## src/rtl/ssne_pkg.sv

```systemverilog
// ssne_pkg: shared types, constants and the glyph table of the seven-segment
// number encoder. No dependencies; every other file of the block imports it.
package ssne_pkg;

    localparam int unsigned ValueW   = 16;
    localparam int unsigned SegW     = 8;
    localparam int unsigned DigitW   = 4;
    localparam int unsigned NumDigits = 4;
    localparam int unsigned BinW     = 14;   // enough for 9999
    localparam int unsigned CfgIdxW  = 2;
    localparam int unsigned CfgDataW = 2;

    localparam logic [BinW-1:0] DecMax   = 14'd9999;
    localparam int unsigned     DecThou  = 1000;
    localparam int unsigned     DecHund  = 100;
    localparam int unsigned     DecTen   = 10;
    localparam logic [SegW-1:0] SegDp    = 8'h08;  // point bit, order F A E D DP C G B
    localparam logic [SegW-1:0] SegBlank = 8'h00;

    // configuration register indexes
    typedef enum logic [CfgIdxW-1:0] {
        CFG_DISPLAY_HEX    = 2'd0,
        CFG_POINT_POSITION = 2'd1,
        CFG_COMMON_CATHODE = 2'd2
    } t_cfg_idx;

    typedef struct packed {
        logic       display_hex;
        logic [1:0] point_position;
        logic       common_cathode;
    } t_cfg;

    typedef struct packed {
        logic [SegW-1:0] seg_digit0;
        logic [SegW-1:0] seg_digit1;
        logic [SegW-1:0] seg_digit2;
        logic [SegW-1:0] seg_digit3;
        logic            saturated;
    } t_result;

    // segment pattern of one digit, 0-9 then A b C d E F
    function automatic logic [SegW-1:0] f_glyph(input logic [DigitW-1:0] d);
        logic [SegW-1:0] g;
        unique case (d)
            4'h0: g = 8'hF5;
            4'h1: g = 8'h05;
            4'h2: g = 8'h73;
            4'h3: g = 8'h57;
            4'h4: g = 8'h87;
            4'h5: g = 8'hD6;
            4'h6: g = 8'hF6;
            4'h7: g = 8'hC5;
            4'h8: g = 8'hF7;
            4'h9: g = 8'hC7;
            4'hA: g = 8'hE7;
            4'hB: g = 8'hB6;
            4'hC: g = 8'hF0;
            4'hD: g = 8'h37;
            4'hE: g = 8'hF2;
            default: g = 8'hE2;
        endcase
        return g;
    endfunction

endpackage

```

## src/rtl/ssne_in_if.sv

```systemverilog
// ssne_in_if: valid/ready channel carrying the value to display.
// Depends on ssne_pkg for the field width.
interface ssne_in_if import ssne_pkg::*; ();
    logic              valid;
    logic              ready;
    logic [ValueW-1:0] value;

    modport source (output valid, output value, input ready);
    modport sink   (input valid, input value, output ready);
endinterface

```

## src/rtl/ssne_out_if.sv

```systemverilog
// ssne_out_if: valid/ready channel carrying four segment patterns and the
// saturation flag. Depends on ssne_pkg for the field widths.
interface ssne_out_if import ssne_pkg::*; ();
    logic            valid;
    logic            ready;
    logic [SegW-1:0] seg_digit0;
    logic [SegW-1:0] seg_digit1;
    logic [SegW-1:0] seg_digit2;
    logic [SegW-1:0] seg_digit3;
    logic            saturated;

    modport source (output valid, output seg_digit0, output seg_digit1,
                    output seg_digit2, output seg_digit3, output saturated,
                    input ready);
    modport sink   (input valid, input seg_digit0, input seg_digit1,
                    input seg_digit2, input seg_digit3, input saturated,
                    output ready);
endinterface

```

## src/rtl/ssne_encode.sv

```systemverilog
// ssne_encode: combinational digit split, blanking and glyph lookup for one
// value. Depends on ssne_pkg.
module ssne_encode import ssne_pkg::*; (
    input  logic [ValueW-1:0] i_value,
    input  t_cfg              i_cfg,
    output t_result           o_result
);

    logic [BinW-1:0]   clamped;
    logic              sat;
    logic [DigitW-1:0] dec [NumDigits];
    logic [DigitW-1:0] dig [NumDigits];
    logic [9:0]        rem_h;
    logic [6:0]        rem_t;
    logic [3:0]        rem_u;
    logic [2:0]        point_digit;   // four means none
    logic [2:0]        blank_limit;
    logic              leading;
    logic [SegW-1:0]   seg [NumDigits];

    // clamp to four decimal digits
    always_comb begin
        sat     = (i_value > ValueW'(DecMax));
        clamped = sat ? DecMax : i_value[BinW-1:0];
    end

    // decimal split by compare-and-subtract against constant multiples
    always_comb begin
        dec[0] = '0;
        rem_h  = clamped[9:0];
        for (int k = 1; k <= 9; k++) begin
            if (clamped >= BinW'(k * DecThou)) begin
                dec[0] = DigitW'(k);
                rem_h  = 10'(clamped - BinW'(k * DecThou));
            end
        end
        dec[1] = '0;
        rem_t  = rem_h[6:0];
        for (int k = 1; k <= 9; k++) begin
            if (rem_h >= 10'(k * DecHund)) begin
                dec[1] = DigitW'(k);
                rem_t  = 7'(rem_h - 10'(k * DecHund));
            end
        end
        dec[2] = '0;
        rem_u  = rem_t[3:0];
        for (int k = 1; k <= 9; k++) begin
            if (rem_t >= 7'(k * DecTen)) begin
                dec[2] = DigitW'(k);
                rem_u  = 4'(rem_t - 7'(k * DecTen));
            end
        end
        dec[3] = rem_u;
    end

    always_comb begin
        if (i_cfg.display_hex) begin
            dig[0]      = i_value[15:12];
            dig[1]      = i_value[11:8];
            dig[2]      = i_value[7:4];
            dig[3]      = i_value[3:0];
            point_digit = 3'd4;
            blank_limit = 3'd3;
        end else begin
            dig = dec;
            if (i_cfg.point_position != 2'd0) begin
                point_digit = 3'd3 - {1'b0, i_cfg.point_position};
                blank_limit = point_digit;
            end else begin
                point_digit = 3'd4;
                blank_limit = 3'd3;
            end
        end
    end

    // blank leading zeros left of the limit, then light the point
    always_comb begin
        leading = 1'b1;
        for (int i = 0; i < NumDigits; i++) begin
            if (dig[i] != '0) begin
                leading = 1'b0;
            end
            if (leading && (3'(i) < blank_limit)) begin
                seg[i] = SegBlank;
            end else begin
                seg[i] = f_glyph(dig[i]) | ((3'(i) == point_digit) ? SegDp : SegBlank);
            end
            if (!i_cfg.common_cathode) begin
                seg[i] = ~seg[i];
            end
        end
    end

    assign o_result.seg_digit0 = seg[0];
    assign o_result.seg_digit1 = seg[1];
    assign o_result.seg_digit2 = seg[2];
    assign o_result.seg_digit3 = seg[3];
    assign o_result.saturated  = sat & ~i_cfg.display_hex;

endmodule

```

## src/rtl/seven_segment_number_encoder.sv

```systemverilog
// seven_segment_number_encoder: top level, input register, configuration
// registers and result register around ssne_encode.
// Depends on ssne_pkg, ssne_in_if, ssne_out_if and ssne_encode.
//
//  channel   direction  payload                               handshake
//  i_in      sink       value[15:0]                           valid/ready
//  o_out     source     seg_digit0..3[7:0], saturated         valid/ready
//  cfg       write      i_cfg_index[1:0], i_cfg_data[1:0]     i_cfg_we
//
// one value per clock sustained while o_out is ready; a result passes through
// the input register, then the result register
// the only path between the registers is the decimal split, blanking and
// glyph lookup in ssne_encode
// i_rst_n is synchronous, active low; it clears the valid flags and the
// configuration registers (hex off, no point, common anode)
// a stall on o_out fills the input register and only then drops i_in.ready
module seven_segment_number_encoder import ssne_pkg::*; (
    input  logic                i_clk,
    input  logic                i_rst_n,
    ssne_in_if.sink             i_in,
    ssne_out_if.source          o_out,
    input  logic                i_cfg_we,
    input  logic [CfgIdxW-1:0]  i_cfg_index,
    input  logic [CfgDataW-1:0] i_cfg_data
);

    // configuration registers
    t_cfg r_cfg;

    // input register stage
    logic              r_in_valid;
    logic [ValueW-1:0] r_in_value;

    // result register stage
    logic              r_out_valid;
    t_result           r_out;

    t_result           n_out;
    logic              out_take;   // result register free for a new item
    logic              in_take;    // input register free for a new item

    // register writes, unknown index ignored
    always_ff @(posedge i_clk) begin
        if (!i_rst_n) begin
            r_cfg <= '0;
        end else if (i_cfg_we) begin
            unique case (i_cfg_index)
                CFG_DISPLAY_HEX:    r_cfg.display_hex    <= i_cfg_data[0];
                CFG_POINT_POSITION: r_cfg.point_position <= i_cfg_data[1:0];
                CFG_COMMON_CATHODE: r_cfg.common_cathode <= i_cfg_data[0];
                default: ;
            endcase
        end
    end

    assign out_take   = !r_out_valid || o_out.ready;
    assign in_take    = !r_in_valid || out_take;
    assign i_in.ready = in_take;

    // input stage: capture on transfer, empty when passed on
    always_ff @(posedge i_clk) begin
        if (!i_rst_n) begin
            r_in_valid <= 1'b0;
        end else if (in_take) begin
            r_in_valid <= i_in.valid;
        end
    end

    always_ff @(posedge i_clk) begin
        if (in_take && i_in.valid) begin
            r_in_value <= i_in.value;
        end
    end

    // the whole conversion sits between the two stages
    ssne_encode u_encode (
        .i_value  (r_in_value),
        .i_cfg    (r_cfg),
        .o_result (n_out)
    );

    // result stage: holds while the sink stalls
    always_ff @(posedge i_clk) begin
        if (!i_rst_n) begin
            r_out_valid <= 1'b0;
        end else if (out_take) begin
            r_out_valid <= r_in_valid;
        end
    end

    always_ff @(posedge i_clk) begin
        if (out_take && r_in_valid) begin
            r_out <= n_out;
        end
    end

    assign o_out.valid      = r_out_valid;
    assign o_out.seg_digit0 = r_out.seg_digit0;
    assign o_out.seg_digit1 = r_out.seg_digit1;
    assign o_out.seg_digit2 = r_out.seg_digit2;
    assign o_out.seg_digit3 = r_out.seg_digit3;
    assign o_out.saturated  = r_out.saturated;

endmodule

```

## src/flat_wrapper.sv

```systemverilog
// flat-port wrapper written by rule: the top's interface ports become plain ports
module seven_segment_number_encoder_flat import ssne_pkg::*;
  (i_clk, i_rst_n, i_cfg_we, i_cfg_index, i_cfg_data, i_in_valid, i_in_value, i_in_ready, o_out_valid, o_out_seg_digit0, o_out_seg_digit1, o_out_seg_digit2, o_out_seg_digit3, o_out_saturated, o_out_ready);
  ssne_in_if i_in_i ();
  ssne_out_if o_out_i ();
  input  logic i_clk;
  input  logic i_rst_n;
  input  logic i_cfg_we;
  input  logic [CfgIdxW-1:0] i_cfg_index;
  input  logic [CfgDataW-1:0] i_cfg_data;
  input wire logic [$bits(i_in_i.valid)-1:0] i_in_valid;
  input wire logic [$bits(i_in_i.value)-1:0] i_in_value;
  output wire logic [$bits(i_in_i.ready)-1:0] i_in_ready;
  output wire logic [$bits(o_out_i.valid)-1:0] o_out_valid;
  output wire logic [$bits(o_out_i.seg_digit0)-1:0] o_out_seg_digit0;
  output wire logic [$bits(o_out_i.seg_digit1)-1:0] o_out_seg_digit1;
  output wire logic [$bits(o_out_i.seg_digit2)-1:0] o_out_seg_digit2;
  output wire logic [$bits(o_out_i.seg_digit3)-1:0] o_out_seg_digit3;
  output wire logic [$bits(o_out_i.saturated)-1:0] o_out_saturated;
  input wire logic [$bits(o_out_i.ready)-1:0] o_out_ready;
  assign i_in_i.valid = i_in_valid;
  assign i_in_i.value = i_in_value;
  assign i_in_ready = i_in_i.ready;
  assign o_out_valid = o_out_i.valid;
  assign o_out_seg_digit0 = o_out_i.seg_digit0;
  assign o_out_seg_digit1 = o_out_i.seg_digit1;
  assign o_out_seg_digit2 = o_out_i.seg_digit2;
  assign o_out_seg_digit3 = o_out_i.seg_digit3;
  assign o_out_saturated = o_out_i.saturated;
  assign o_out_i.ready = o_out_ready;
  seven_segment_number_encoder u_core (.i_clk(i_clk), .i_rst_n(i_rst_n), .i_in(i_in_i), .o_out(o_out_i), .i_cfg_we(i_cfg_we), .i_cfg_index(i_cfg_index), .i_cfg_data(i_cfg_data));
endmodule
```

## config.mk

```make
export PLATFORM = sky130hd
export DESIGN_NAME = seven_segment_number_encoder_flat
export DESIGN_NICKNAME = d
export VERILOG_FILES = /design/src/rtl/ssne_pkg.sv /design/src/rtl/ssne_in_if.sv /design/src/rtl/ssne_out_if.sv /design/src/rtl/ssne_encode.sv /design/src/rtl/seven_segment_number_encoder.sv /design/src/flat_wrapper.sv
export SDC_FILE = /design/constraint.sdc
export NUM_CORES = 1
export LEC_CHECK = 0
export ABC_CLOCK_PERIOD_IN_PS = 8400
export BUFFER_PORTS_ARGS = -buffer_cell sky130_fd_sc_hd__buf_4
export CAP_MARGIN = 10
export CORE_UTILIZATION = 56
export DETAILED_ROUTE_END_ITERATION = 10
export PLACE_DENSITY = 0.88
export SKIP_LAST_GASP = 1
export SYNTH_ARGS = -nofsm -noshare
export SYNTH_HDL_FRONTEND = slang
export SYNTH_SLANG_ARGS = --single-unit
```

## constraint.sdc

```tcl
create_clock -name i_clk -period 8.4 [get_ports i_clk]
set_clock_uncertainty 0.05 [all_clocks]
set_input_delay 0.84 -clock i_clk [delete_from_list [all_inputs] [get_ports i_clk]]
set_output_delay 0.84 -clock i_clk [all_outputs]
set_load 0.01 [all_outputs]
```

# Yosys cells after proc, flatten, opt, wreduce, memory -nomap -nowiden
# Memories as Yosys holds them, arrays and structs flattened.
# Index checks and enable logic that the tools add are counted.
# Widths: inputs -> output; s select.
# op_classes
addsub	28
multipliers	0
n_div	0
n_lt_le_gt_ge	32
n_eq_ne	5
n_shift	0
n_mux	80
bitwise	10
n_reduce_logical	20
# op_table
cell	n
$mux 4	37
$mux 8	12
$mux 10	9
$sub 10x10->10 const B	9
$mux 7	9
$ge 14x13->1 const B	4
$ge 10x10->1 const B	4
$not 8->8	4
$or 8x4->8	4
$ge 10x9->1 const B	3
$ge 14x12->1 const B	2
$sub 7x7->7 const B	4
$ge 7x6->1 const B	3
$ge 7x7->1 const B	3
$sub 7x6->7 const B	3
$sub 4x4->4 const B	5
$gt 16x14->1 const B	1
$mux 16	1
$reduce_bool 4->1	4
$ge 14x10->1 const B	1
$ge 14x11->1 const B	1
$ge 14x14->1 const B	1
$ge 7x5->1 const B	2
$mux 14	1
26 further kinds	48
# word_totals
reg_bits	55
latchBits	0
mem_bits_rw	0
mem_bits_ro	448
n_memories	4
# mem_list
memory	words	word_bits	read_ports	rd_clocked_by_memory_dff	write_ports	line	rtl
(no name shown)	16	7	1	0	0	ssne_pkg.sv:44	unique case (d)
(no name shown)	16	7	1	0	0	ssne_pkg.sv:44	
(no name shown)	16	7	1	0	0	ssne_pkg.sv:44	
(no name shown)	16	7	1	0	0	ssne_pkg.sv:44	

# Depth between registers and ports, before layout
# depth
word_depth	44
depth_mapped	43
ltp_nobuf	40

# Modules after synthesis
# A second synthesis with hierarchy kept.
# hier_totals
cells_unflattened	926
area_unflattened_um2	7549.7
# by_module_without_submodules
mod	n_inst	cells_per_inst	area_per_inst_um2	seq_area_each_um2
ssne_encode	1	850	5819.3	0.0
seven_segment_number_encoder	1	76	1730.4	1591.5

# Least setup slack after synthesis
# No wires, ideal clock.
# synth_path
path_type	reg-to-reg
start	reg u_core.r_in_value[15]
end	reg u_core.r_out (netlist bit u_core.o_out.seg_digit3[6]) (data pin)
setup_ns	0.262
arrival_time_ns	8.478
slack_ns	-0.390
path_stages_with_launch	37
period_less_slack_ns	8.790
path_cell_list	edfxtp_1 -> clkbuf_1 -> or2_2 -> clkbuf_1 -> nor4_2 -> ha_1 -> or4b_1 -> or4_1 -> o22ai_1 -> a211oi_2 -> o41ai_1 -> o21ai_1 -> nand2_1 -> inv_1 -> buf_2 -> ha_1 -> nand4_1 -> nand2_1 -> or4b_1 -> a21oi_1 -> o31ai_1 -> a31o_2 -> and2_1 -> ha_1 -> nand2_1 -> and4b_1 -> o311ai_0 -> o22ai_1 -> a221oi_1 -> mux2i_1 -> o21ai_1 -> inv_1 -> ha_1 -> nor4_1 -> o21bai_1 -> mux2i_1 -> xnor2_1
# synth_lines
element	line	rtl
start, declared	seven_segment_number_encoder.sv:32	logic [ValueW-1:0] r_in_value;
start signal, assigned	seven_segment_number_encoder.sv:71	r_in_value <= i_in.value;
end signal, assigned	seven_segment_number_encoder.sv:93	r_out <= n_out;
end, declared	seven_segment_number_encoder.sv:36	t_result r_out;

==> flow_metrics.py <==
metrics = {
    "sta": {
        "setup_viol": 0,
        "tightest_slew_ps": 861.2,
        "rsz0062_at_grt": "true",
        "min_period_ps": 8185,
        "post-route-period-util_pct": 97.45,
        "slew_viol_final": 0,
        "hold_violations": 0,
        "max_freq_ghz": 0.1222,
        "relSlewSlack_pct": 41.77,
    },
    "layout": {
        "final_area_um2": 8778,
        "antenna_cells": 0,
        "nets": 1058,
        "multi_input_comb_area_um2": 5523,
        "finish.utilization_pct": 71.59,
        "fillers": 981,
        "layout_common_cells": "buf_4, nand2_1, a21oi_1, ha_1, nor2_1",
        "register_area_um2": 1592,
        "area_growth_pct": 22.49,
        "layout-drive-gt1-share_pct": 27.38,
        "final_cells": 1143,
        "layout_commonest_cell": "buf_4",
    },
    "clocking": {
        "clk_pin_slew_ps": 70,
        "clockRootBuffer": "clkbuf_16",
        "cts_buffers": 5,
        "cts_sinks": 55,
        "cts_tree": "built",
        "h-tree-depth": 2,
        "ctsHoldBuffers": 0,
        "ctsLongestPathBuffers": 2,
        "clock_latency_ps": 300,
    },
    "placed_design": {
        "gp_congestion": 1.063,
        "post-dp-hpwl_um": 18180,
        "numPortBuffers": 59,
        "dpl.cell_count": 1131,
        "placedInstanceArea_um2": 8352,
    },
    "power": {
        "pwr_density_cell_nw_per_um2": 208.8,
        "ir_drop_v": 0.0001430,
        "power.leakage_uw": 0.003378,
        "power_uw": 1833,
    },
    "global_routing": {
        "use_met2_pct": 59.56,
        "grt_pass1_wl_um": 37580,
        "overflow": 0,
        "antenna_found_initial": 0,
        "top_usage_layer": "met2",
        "grtUsageMet1_pct": 45.65,
        "track_usage_pct": 35.92,
        "grt.met3_usage_pct": 5.640,
        "grt_max_degree": 34,
        "grt_pass1_vias": 7334,
    },
    "setup_path": {
        "crit_type": "flop to flop",
        "start_kind": "flop",
        "cp.required_ps": 8380,
        "cp_max_fo": 7,
        "arrival_ps": 8170,
        "slowest_stage": "or4_4",
        "crit_top_cell": "buf_4",
        "crit_path_max_incr_delay_ps": 570,
        "cp-end-kind": "flop",
    },
    "detailed_routing": {
        "firstDrtPassIters": 6,
        "drcViolationCount": 0,
        "viasPerCell": 6.788,
        "vias": 7759,
        "drt-initial-drc-count": 1048,
        "ant_nets": 0,
        "routed_wirelength_um": 23930,
        "wl_per_cell_um": 20.93,
    },
    "hold_path": {
        "hold_class": "flop to flop",
    },
    "synthesis": {
        "synth.distinct_cells": 99,
        "syn_area_um2": 7167,
        "ys_seq_elements": 55,
        "synth_edf_count": 49,
        "synthCells": 856,
        "synth_top_flop_cell": "edfxtp_1",
        "ys_seq_area_share_pct": 22.21,
        "yosys_warnings": 0,
        "syn_avg_cell_area_um2": 8.373,
        "synth-async-reset-ratio_pct": 0,
        "synthesis.nets": 940,
    },
    "status": {
        "status": "finished clean",
    },
    "floorplanning": {
        "die_width_um": 115.1,
        "start_util_pct": 58.45,
        "num_io_pins": 60,
        "dieHeight_um": 115.1,
        "dieArea_um2": 13250,
        "core-area_um2": 12260,
        "rows": 40,
    },
    "job": {
        "cap_violations": 0,
    },
}
-- worst paths after layout --
| check | endpoint | slack (ps) | cells after the start | startpoint |
|---|---|---|---|---|
| worst min-delay path | u_core.o_out.valid | 480 | 1 | u_core.r_in_valid |
| worst max register to register | u_core.o_out.seg_digit3[6] | 210 | 36 | u_core.r_in_value[7] |
| worst min register to register | u_core.o_out.valid | 480 | 1 | u_core.r_in_valid |
| worst max-delay path | u_core.o_out.seg_digit3[6] | 210 | 36 | u_core.r_in_value[7] |
-- registers in the layout, indices dropped and copies added, names as in the netlist --
signal / flops
u_core.r_in_value: 16
u_core.o_out.seg_digit0: 8
u_core.o_out.seg_digit1: 8
u_core.o_out.seg_digit2: 8
u_core.o_out.seg_digit3: 8
u_core.r_cfg: 4
u_core.o_out.saturated: 1
u_core.o_out.valid: 1
u_core.r_in_valid: 1
-- where the power goes --
part | leakage (uW) | switching, uW | internal, uW
Clock | 0.0000759 | 101 | 114
Combinational | 0.00279 | 699 | 535
Sequential | 0.000508 | 15.7 | 369
-- cells by family (layout without fill, tap and decap cells) --
logic type / Yosys count / in the layout / share of synthesized area (%)
adder cells (fa/ha/maj): 59 / 59 / 10.30
multiplexers: 30 / 30 / 4.260
AND/OR/NAND/NOR: 280 / 280 / 20.95
AO/OA/AOI/OAI: 298 / 298 / 30.73
buffers and inverters: 81 / 200 / 4.976
XOR/XNOR: 53 / 53 / 6.582
flip-flops: 55 / 55 / 22.21
-- cells in the mapped netlist (all sizes together), types with 10 or more instances --
cell type	count	area (um^2)
mux2i	26	260.3
nor4	11	96.34
nand2	71	266.5
ha	59	738.2
nor2b	13	81.33
o21ai	52	267.8
a31oi	15	115.1
xnor2	49	429.2
and3	13	86.33
or3	10	62.56
buf	16	112.6
o211ai	19	152.6
a21o	14	112.6
nor3	23	120.1
a211oi	10	85.08
inv	35	131.4
clkbuf	27	101.4
o31ai	16	130.1
nand4	14	87.58
a21oi	59	302.8
edfxtp	49	1471
nor2	53	206.5
o21a	13	97.59
nand3	28	162.7
-- what timing repair did --
action | CTS | global route
endpoints found under the setup margin | 12 | 14
gates resized for setup | 12 | 46
setup buffers | 0 | 4
pin swaps | 0 | 9
-- worst max-delay path: cells and delay by family, from the launching register on --
kind | cells | cell delay (ps)
AOI/OAI and AO/OA | 16 | 3540
and+or+nand+nor | 6 | 1320
buffers and inverters | 6 | 940
muxes | 4 | 880
adders and majority gates | 3 | 700
DFF | 1 | 390
xor gates and xnor gates | 1 | 80
-- final cells by class --
cell class	instances	share of cell area [%]
sequential	55	18.13
inverter	38	1.639
tap	168	2.395
clock inverter	3	0.3278
multi-input combinational	720	62.91
timing repair buffer	154	13.17
clock buffer	5	1.425
-- through the flow --
step	setup WS (ps)	setup TNS (ps)	hold slack (ps)
global placement	1.823	0	452.3
detailed placement	-234.7	-737.9	460.3
finish	214.5	0	482.9
CTS	-12.58	-21.35	482.7
floorplan	52.46	0	426.8
global route	-123.6	-441.8	528.5
-- metal layers --
| metal | routed length [um] | up-vias |
|---|---|---|
| li1 | - | 3548 |
| met1 | 9351 | 3568 |
| met2 | 10870 | 528 |
| met3 | 2566 | 115 |
| met4 | 1143 | 0 |
| met5 | 0 | - |
Note: power is estimated with default switching activity, not from simulation.
